[config.mk]
export PLATFORM = sky130hd
export DESIGN_NAME = shift_register_switch_scanner
export DESIGN_NICKNAME = d
export VERILOG_FILES = /design/src/rtl/core/ssw_pkg.sv /design/src/rtl/core/shift_register_switch_scanner.sv /design/src/rtl/core/ssw_seq.sv /design/src/rtl/core/ssw_levels.sv
export SDC_FILE = /design/constraint.sdc
export NUM_CORES = 1
export LEC_CHECK = 0
export ABC_AREA = 1
export BUFFER_PORTS_ARGS = -buffer_cell sky130_fd_sc_hd__buf_2
export CORE_ASPECT_RATIO = 1.1
export CORE_MARGIN = 2
export CORE_UTILIZATION = 60
export CTS_BUF_LIST = sky130_fd_sc_hd__clkbuf_4 sky130_fd_sc_hd__clkbuf_8
export DETAILED_ROUTE_END_ITERATION = 10
export GPL_TIMING_DRIVEN = 0
export PLACE_DENSITY = 0.81
export SYNTH_ARGS = -nofsm -noshare
export SYNTH_HDL_FRONTEND = slang
export SYNTH_SLANG_ARGS = --single-unit
[constraint.sdc]
create_clock -name clk -period 6.54 [get_ports clk]
set_clock_uncertainty 0.15 [all_clocks]
set_input_delay 1.308 -clock clk [delete_from_list [all_inputs] [get_ports clk]]
set_output_delay 1.308 -clock clk [all_outputs]
set_load 0.02 [all_outputs]
[src/rtl/core/ssw_pkg.sv]
// ----------------------------------------------------------------------------
// ssw_pkg
// Shared types and constants of the shift register switch scanner.
// ----------------------------------------------------------------------------
`default_nettype none

package ssw_pkg;

  localparam int NUM_SWITCHES_DEF = 22;

  localparam int IDX_W  = 6;  // bit_index width
  localparam int CTRL_W = 7;  // control number / value width
  localparam int CHAN_W = 5;  // channel width
  localparam int CFG_IDX_W  = 2;
  localparam int CFG_DATA_W = 7;

  localparam logic [CFG_IDX_W-1:0] CFG_MIDI_CHANNEL = 2'd0;
  localparam logic [CFG_IDX_W-1:0] CFG_CC_BASE      = 2'd1;

  localparam logic [CHAN_W-1:0] MIDI_CHANNEL_RST = 5'd2;
  localparam logic [CTRL_W-1:0] CC_BASE_RST      = 7'd1;

  localparam logic [CTRL_W-1:0] VALUE_ON  = 7'd127;
  localparam logic [CTRL_W-1:0] VALUE_OFF = 7'd0;

  // Line levels and read strobe from the sequencer for the current step.
  typedef struct packed {
    logic             clock;
    logic             shift_load;
    logic             read_en;
    logic [IDX_W-1:0] index;
  } seq_ctrl_t;

  // One control event (all zero when no switch changed).
  typedef struct packed {
    logic              valid;
    logic [CTRL_W-1:0] number;
    logic [CTRL_W-1:0] value;
    logic [CHAN_W-1:0] channel;
  } ctrl_event_t;

endpackage

`default_nettype wire

[src/rtl/core/shift_register_switch_scanner.sv]
// ----------------------------------------------------------------------------
// shift_register_switch_scanner
// Scans switches through an external parallel-in serial-out shift register
// and reports level changes as control events.
// ----------------------------------------------------------------------------
//
//  channel | handshake             | payload
//  --------+-----------------------+---------------------------------------
//  in      | in_valid / in_stall   | data_in (serial line level per tick)
//  out     | out_valid / out_stall | clock_out, shift_load_out, event_valid,
//          |                       | control_number, control_value,
//          |                       | event_channel
//  cfg     | cfg_valid / cfg_ready | cfg_index, cfg_data
//
//  One item per cycle sustained while out_stall stays low; an item passes
//  through the input register, then the result register.
//  Reset (rst, synchronous) puts the scan at the load phase, index zero,
//  all last levels low, channel 2 and control base 1.
//  out_stall holds the result register; the input register keeps taking
//  items until it is full, so in_stall rises only with both stages loaded.
//  cfg_ready is always high; a write to an unknown index is dropped.
// ----------------------------------------------------------------------------
`default_nettype none

module shift_register_switch_scanner import ssw_pkg::*; #(
  parameter int NUM_SWITCHES = NUM_SWITCHES_DEF
) (
  input  wire logic                  clk,
  input  wire logic                  rst,
  // input channel
  input  wire logic                  in_valid,
  output logic                       in_stall,
  input  wire logic                  data_in,
  // result channel
  output logic                       out_valid,
  input  wire logic                  out_stall,
  output logic                       clock_out,
  output logic                       shift_load_out,
  output logic                       event_valid,
  output logic [CTRL_W-1:0]          control_number,
  output logic [CTRL_W-1:0]          control_value,
  output logic [CHAN_W-1:0]          event_channel,
  // configuration
  input  wire logic                  cfg_valid,
  output logic                       cfg_ready,
  input  wire logic [CFG_IDX_W-1:0]  cfg_index,
  input  wire logic [CFG_DATA_W-1:0] cfg_data
);

  logic [CHAN_W-1:0] midi_channel;
  logic [CTRL_W-1:0] cc_base;

  logic        s1_valid;
  logic        s1_data;
  logic        advance;
  seq_ctrl_t   ctrl;
  ctrl_event_t ev;

  // Configuration registers: always ready; write only while idle (not enforced here).
  assign cfg_ready = 1'b1;

  always_ff @(posedge clk) begin
    if (rst) begin
      midi_channel <= MIDI_CHANNEL_RST;
      cc_base      <= CC_BASE_RST;
    end else if (cfg_valid && cfg_ready) begin
      case (cfg_index)
        CFG_MIDI_CHANNEL: midi_channel <= cfg_data[CHAN_W-1:0];
        CFG_CC_BASE:      cc_base      <= cfg_data[CTRL_W-1:0];
        default:          ;
      endcase
    end
  end

  // Move the held item into the result register when that register is
  // empty or its item is being taken this cycle.
  assign advance  = s1_valid && (!out_valid || !out_stall);
  assign in_stall = s1_valid && !advance;

  // Input register: hold one item.
  always_ff @(posedge clk) begin
    if (rst) begin
      s1_valid <= 1'b0;
    end else if (!in_stall) begin
      s1_valid <= in_valid;
    end
  end

  always_ff @(posedge clk) begin
    if (!in_stall && in_valid) begin
      s1_data <= data_in;
    end
  end

  // Scan state advances exactly once per item, as it enters the result
  // register.
  ssw_seq #(
    .NUM_SWITCHES(NUM_SWITCHES)
  ) u_seq (
    .clk    (clk),
    .rst    (rst),
    .step_en(advance),
    .ctrl   (ctrl)
  );

  ssw_levels #(
    .NUM_SWITCHES(NUM_SWITCHES)
  ) u_levels (
    .clk         (clk),
    .rst         (rst),
    .step_en     (advance),
    .ctrl        (ctrl),
    .level       (s1_data),
    .cc_base     (cc_base),
    .midi_channel(midi_channel),
    .event_out   (ev)
  );

  // Result register: load on advance, drop when taken, hold while stalled.
  always_ff @(posedge clk) begin
    if (rst) begin
      out_valid <= 1'b0;
    end else if (advance) begin
      out_valid <= 1'b1;
    end else if (!out_stall) begin
      out_valid <= 1'b0;
    end
  end

  always_ff @(posedge clk) begin
    if (advance) begin
      clock_out      <= ctrl.clock;
      shift_load_out <= ctrl.shift_load;
      event_valid    <= ev.valid;
      control_number <= ev.number;
      control_value  <= ev.value;
      event_channel  <= ev.channel;
    end
  end

  a_stall_only_when_full: assert property (@(posedge clk) disable iff (rst)
    in_stall |-> s1_valid && out_valid && out_stall)
    else $error("input stalled with room in the pipeline");

  a_event_in_shift_mode: assert property (@(posedge clk) disable iff (rst)
    out_valid && event_valid |-> shift_load_out)
    else $error("event reported outside a read");

  a_event_value_code: assert property (@(posedge clk) disable iff (rst)
    out_valid && event_valid |-> control_value == VALUE_ON || control_value == VALUE_OFF)
    else $error("bad control value");

  a_quiet_fields_zero: assert property (@(posedge clk) disable iff (rst)
    out_valid && !event_valid |-> control_number == '0 && event_channel == '0)
    else $error("fields set without an event");

endmodule

`default_nettype wire

[src/rtl/core/ssw_seq.sv]
// ----------------------------------------------------------------------------
// ssw_seq
// Scan sequencer: load, read, clock-low, clock-high, clear.
// ----------------------------------------------------------------------------
`default_nettype none

module ssw_seq import ssw_pkg::*; #(
  parameter int NUM_SWITCHES = NUM_SWITCHES_DEF
) (
  input  wire logic      clk,
  input  wire logic      rst,
  input  wire logic      step_en,
  output seq_ctrl_t      ctrl
);

  typedef enum logic [2:0] {
    PH_LOAD     = 3'd0,
    PH_READ     = 3'd1,
    PH_CLK_LOW  = 3'd2,
    PH_CLK_HIGH = 3'd3,
    PH_CLEAR    = 3'd4
  } phase_t;

  localparam logic [IDX_W:0] LAST_CNT = (IDX_W + 1)'(NUM_SWITCHES);

  phase_t           scan_phase;
  phase_t           scan_phase_next;
  logic [IDX_W-1:0] bit_index;
  logic [IDX_W-1:0] bit_index_next;
  logic             last_read;

  assign last_read = ({1'b0, bit_index} + (IDX_W + 1)'(1)) >= LAST_CNT;

  always_comb begin
    ctrl.clock      = 1'b0;
    ctrl.shift_load = 1'b1;
    ctrl.read_en    = 1'b0;
    ctrl.index      = bit_index;
    scan_phase_next = PH_LOAD;
    bit_index_next  = bit_index;
    case (scan_phase)
      PH_LOAD: begin
        scan_phase_next = PH_READ;
      end
      PH_READ: begin
        // clock stays high from the previous pulse except on the first bit
        ctrl.clock      = (bit_index != '0);
        ctrl.read_en    = 1'b1;
        scan_phase_next = last_read ? PH_CLEAR : PH_CLK_LOW;
      end
      PH_CLK_LOW: begin
        scan_phase_next = PH_CLK_HIGH;
      end
      PH_CLK_HIGH: begin
        ctrl.clock      = 1'b1;
        bit_index_next  = bit_index + IDX_W'(1);
        scan_phase_next = PH_READ;
      end
      default: begin
        ctrl.shift_load = 1'b0;
        bit_index_next  = '0;
        scan_phase_next = PH_LOAD;
      end
    endcase
  end

  always_ff @(posedge clk) begin
    if (rst) begin
      scan_phase <= PH_LOAD;
      bit_index  <= '0;
    end else if (step_en) begin
      scan_phase <= scan_phase_next;
      bit_index  <= bit_index_next;
    end
  end

  a_clear_zeroes_index: assert property (@(posedge clk) disable iff (rst)
    step_en && !ctrl.shift_load |=> bit_index == '0)
    else $error("index not cleared after clear phase");

  a_read_in_shift_mode: assert property (@(posedge clk) disable iff (rst)
    ctrl.read_en |-> ctrl.shift_load)
    else $error("read while in parallel load");

  a_index_in_range: assert property (@(posedge clk) disable iff (rst)
    ({1'b0, bit_index} < LAST_CNT))
    else $error("bit index beyond last switch");

endmodule

`default_nettype wire

[src/rtl/core/ssw_levels.sv]
// ----------------------------------------------------------------------------
// ssw_levels
// Last switch levels, change compare and control event build.
// ----------------------------------------------------------------------------
`default_nettype none

module ssw_levels import ssw_pkg::*; #(
  parameter int NUM_SWITCHES = NUM_SWITCHES_DEF
) (
  input  wire logic              clk,
  input  wire logic              rst,
  input  wire logic              step_en,
  input  wire seq_ctrl_t         ctrl,
  input  wire logic              level,
  input  wire logic [CTRL_W-1:0] cc_base,
  input  wire logic [CHAN_W-1:0] midi_channel,
  output ctrl_event_t            event_out
);

  localparam int LW = (NUM_SWITCHES > 1) ? $clog2(NUM_SWITCHES) : 1;
  localparam logic [IDX_W:0] NUM_CNT = (IDX_W + 1)'(NUM_SWITCHES);

  logic [NUM_SWITCHES-1:0] last_levels;
  logic                    in_range;
  logic [LW-1:0]           sel;
  logic                    changed;

  assign in_range = {1'b0, ctrl.index} < NUM_CNT;
  assign sel      = ctrl.index[LW-1:0];
  assign changed  = ctrl.read_en && in_range && (last_levels[sel] != level);

  always_comb begin
    event_out.valid   = changed;
    event_out.number  = '0;
    event_out.value   = '0;
    event_out.channel = '0;
    if (changed) begin
      event_out.number  = cc_base + CTRL_W'(ctrl.index);
      event_out.value   = level ? VALUE_OFF : VALUE_ON;
      event_out.channel = midi_channel;
    end
  end

  always_ff @(posedge clk) begin
    if (rst) begin
      last_levels <= '0;
    end else if (step_en && changed) begin
      last_levels[sel] <= level;
    end
  end

endmodule

`default_nettype wire

==> results.ini <==
[timing]
worst_pin_slew_ns = 1.28
fin_crit_sh_pct = 49.1
fmax_ghz = 0.311
drv_slew = 0
slew_headroom_pct = 14.5
rsz0062_at_grt = false
tns_ns = 0
hold_violations = 0
min_period_ns = 3.21
setup_viol = 0

[clocking]
cts_root_buf = clkbuf_8
hold_buffers = 0
cts_tree = done
clkTransAtPathRegs_ns = 0.08
numCtsBuffers = 9
cts_resized = 0
clk_latency_ns = 0.36
cts_htree_levels = 3
clockBufferDepth = 2
post_cts_buffers = 0
clock_sinks = 62

[synth]
synth-seq-area-share_pct = 40.6
ys_warn_count = 0
synth_nets = 472
syn_avg_cell_area_sq_um = 7.81
synth_cell_type_count = 39
netlist_area_sq_um = 3480
netlist_instances = 445
ys_ff_latch = 62

[detailed_routing]
wl_per_cell_um = 13.6
via_per_inst = 5.29
ant_nets = 0
via_count = 3039
finalWirelength_um = 7800
first_iter_violations = 209
drt-pass1-iter-count = 4
drc = 0

[power]
p_leak_nw = 1.57
p_per_area_nw_per_um2 = 209
max-vdd-ir-drop_v = 0.000175
power_w = 0.000828

[place]
io_buffers = 37
placedCellCount = 559
postPlaceCellArea_sq_um = 3760
place_congestion = 0.955
dp_hpwl_um = 5720

[hold_path]
holdCritPathClass = reg -> reg
holdPathStages = 2
hp-start = midi_channel[3]$_SDFFE_PP0P_

[grt]
grt_util_met2_pct = 42.8
grtUsageMet1_pct = 29.9
grt_max_degree = 26
grt_pass1_wl_um = 12800
met3_usage_pct = 6.71
grt_pass1_vias = 2888
grt_busiest_layer = met2
track_usage_pct = 25.8
antenna_found_initial = 0
overflow = 0

[setup_path]
critPathMaxFanout = 25
r2r_end = control_number[6]$_SDFFCE_PP0P_
crit_arrival_ns = 3.28
startpoint_type = input port
cp_data_required_time_ns = 6.60
cp-end-kind = flip-flop
cp-endpoint = u_levels.last_levels[18]$_SDFFE_PP0P_
r2r_cells = 13
cp-startpoint = out_stall
crit_type = in -> reg
r2r-start = u_seq.bit_index[0]$_SDFFE_PP0P_
r2r_setup_slack_ns = 3.84

[cells_and_area]
drive_gt1_share_pct = 23.3
final_area_sq_um = 3970
num_antenna_cells = 0
nNetsFinal = 520
fin_cells = 575
areaGrowthSynthToFinish_pct = 14.0
post-route-util_pct = 69.6

[floorplan]
die_w_um = 76.6
die_height_um = 83.8
dieArea_sq_um = 6420
rows = 29
start_util_pct = 61.0
io_pins = 40
core-area_sq_um = 5700

[outcome]
status = finished, final reports clean

[job]
maxCapViolations = 0

Yosys cell counts (all sizes together):
library cell   n  area, sq um
or2            3         18.8
o2111ai        1         8.76
nand3b         1         7.51
xor2           3         26.3
a31oi          2         12.5
edfxtp        17          510
conb           1         3.75
nor3b          1         7.51
nor3           3         15.0
a211oi         3         22.5
nand3         39          300
inv           53          199
buf           18          143
dfxtp         45          901
o211ai         2         15.0
nand2         84          323
nor2          72          287
fa             1         20.0
nand4         17          106
a21oi         43          287
o21ai         16         80.1
ha            11          138
o21bai         1         7.51
nor4           1         12.5
clkbuf         7         26.3
critical path, stage by stage:
cell and delay [ns]:
buf_2 0.10, nand2_1 0.09, inv_1 0.05, nor2_1 0.35, clkbuf_1 0.99, nand4_1 0.20
nand2_1 0.14, a21oi_2 0.05
kinds of logic after synthesis:
group | share of synthesized area (%)
AO/OA/AOI/OAI | 12.5
adder cells (fa/ha/maj) | 4.53
buffers and inverters | 10.6
AND/OR/NAND/NOR | 31.0
flip-flops | 40.6
XOR/XNOR | 0.756
other | 0.108
layer usage:
| layer | up-vias | wire length, um |
|---|---|---|
| li1 | 1550 | - |
| met1 | 1384 | 3330 |
| met2 | 85 | 3830 |
| met3 | 20 | 391 |
| met4 | 0 | 255 |
| met5 | - | 0 |
area by class of cell:
| class | count | area (sq um) |
|---|---|---|
| plain buffers | 25 | 169 |
| inverters | 53 | 199 |
| clock buffers | 10 | 138 |
| fillers | 484 | 1730 |
| repair buffers | 37 | 185 |
| clock inverters | 6 | 68.8 |
| multi-input cells | 305 | 1700 |
| flip-flops and latches | 62 | 1410 |
| well taps | 77 | 96.3 |
flip-flops by register name, indices dropped and copies added (netlist names):
name,count
u_levels.last_levels,22
cc_base,7
control_number,7
u_seq.bit_index,6
event_channel,5
midi_channel,5
u_seq.scan_phase,3
clock_out,1
control_value,1
event_valid,1
out_valid,1
s1_data,1
s1_valid,1
shift_load_out,1
where the power goes:
group	total, W	internal [W]	switching, W
Sequential	0.000408	0.000404	0.00000414
Clock	0.000351	0.000188	0.000163
Combinational	0.0000687	0.0000208	0.0000479
worst min path at each step:
stage                                         endpoint  slack, ns
after global routing      midi_channel[0]$_SDFFE_PP0P_       0.33
after floorplan           midi_channel[0]$_SDFFE_PP0P_       0.28
after global placement    midi_channel[3]$_SDFFE_PP0P_       0.29
after detailed placement  midi_channel[4]$_SDFFE_PP0P_       0.30
final                     midi_channel[3]$_SDFFE_PP0P_       0.30
after CTS                 midi_channel[3]$_SDFFE_PP0P_       0.31
placed cells by master (no fill, tap or decap), types with 2 or more instances in the layout:
cell and n:
a211oi_1 3, a21oi_1 26, a21oi_2 16, a31oi_1 2
buf_2 42, buf_4 9, clkbuf_1 7, clkbuf_8 10
clkinv_4 2, dfxtp_1 45, edfxtp_1 17, ha_1 11
inv_1 49, inv_2 4, nand2_1 81, nand2_2 3
nand3_1 21, nand3_2 16, nand3_4 2, nand4_1 17
nor2_1 71, nor3_1 3, o211ai_1 2, o21ai_0 14
o21ai_1 2, or2_2 2, xor2_1 3
through the flow:
stage / setup slack, ns / hold WS, ns
after floorplan: 3.38 / 0.281
after global placement: 3.02 / 0.291
after detailed placement: 3.00 / 0.296
after CTS: 3.33 / 0.307
after global routing: 3.13 / 0.332
final: 3.33 / 0.304
Note: power is estimated with default switching activity, not from simulation.
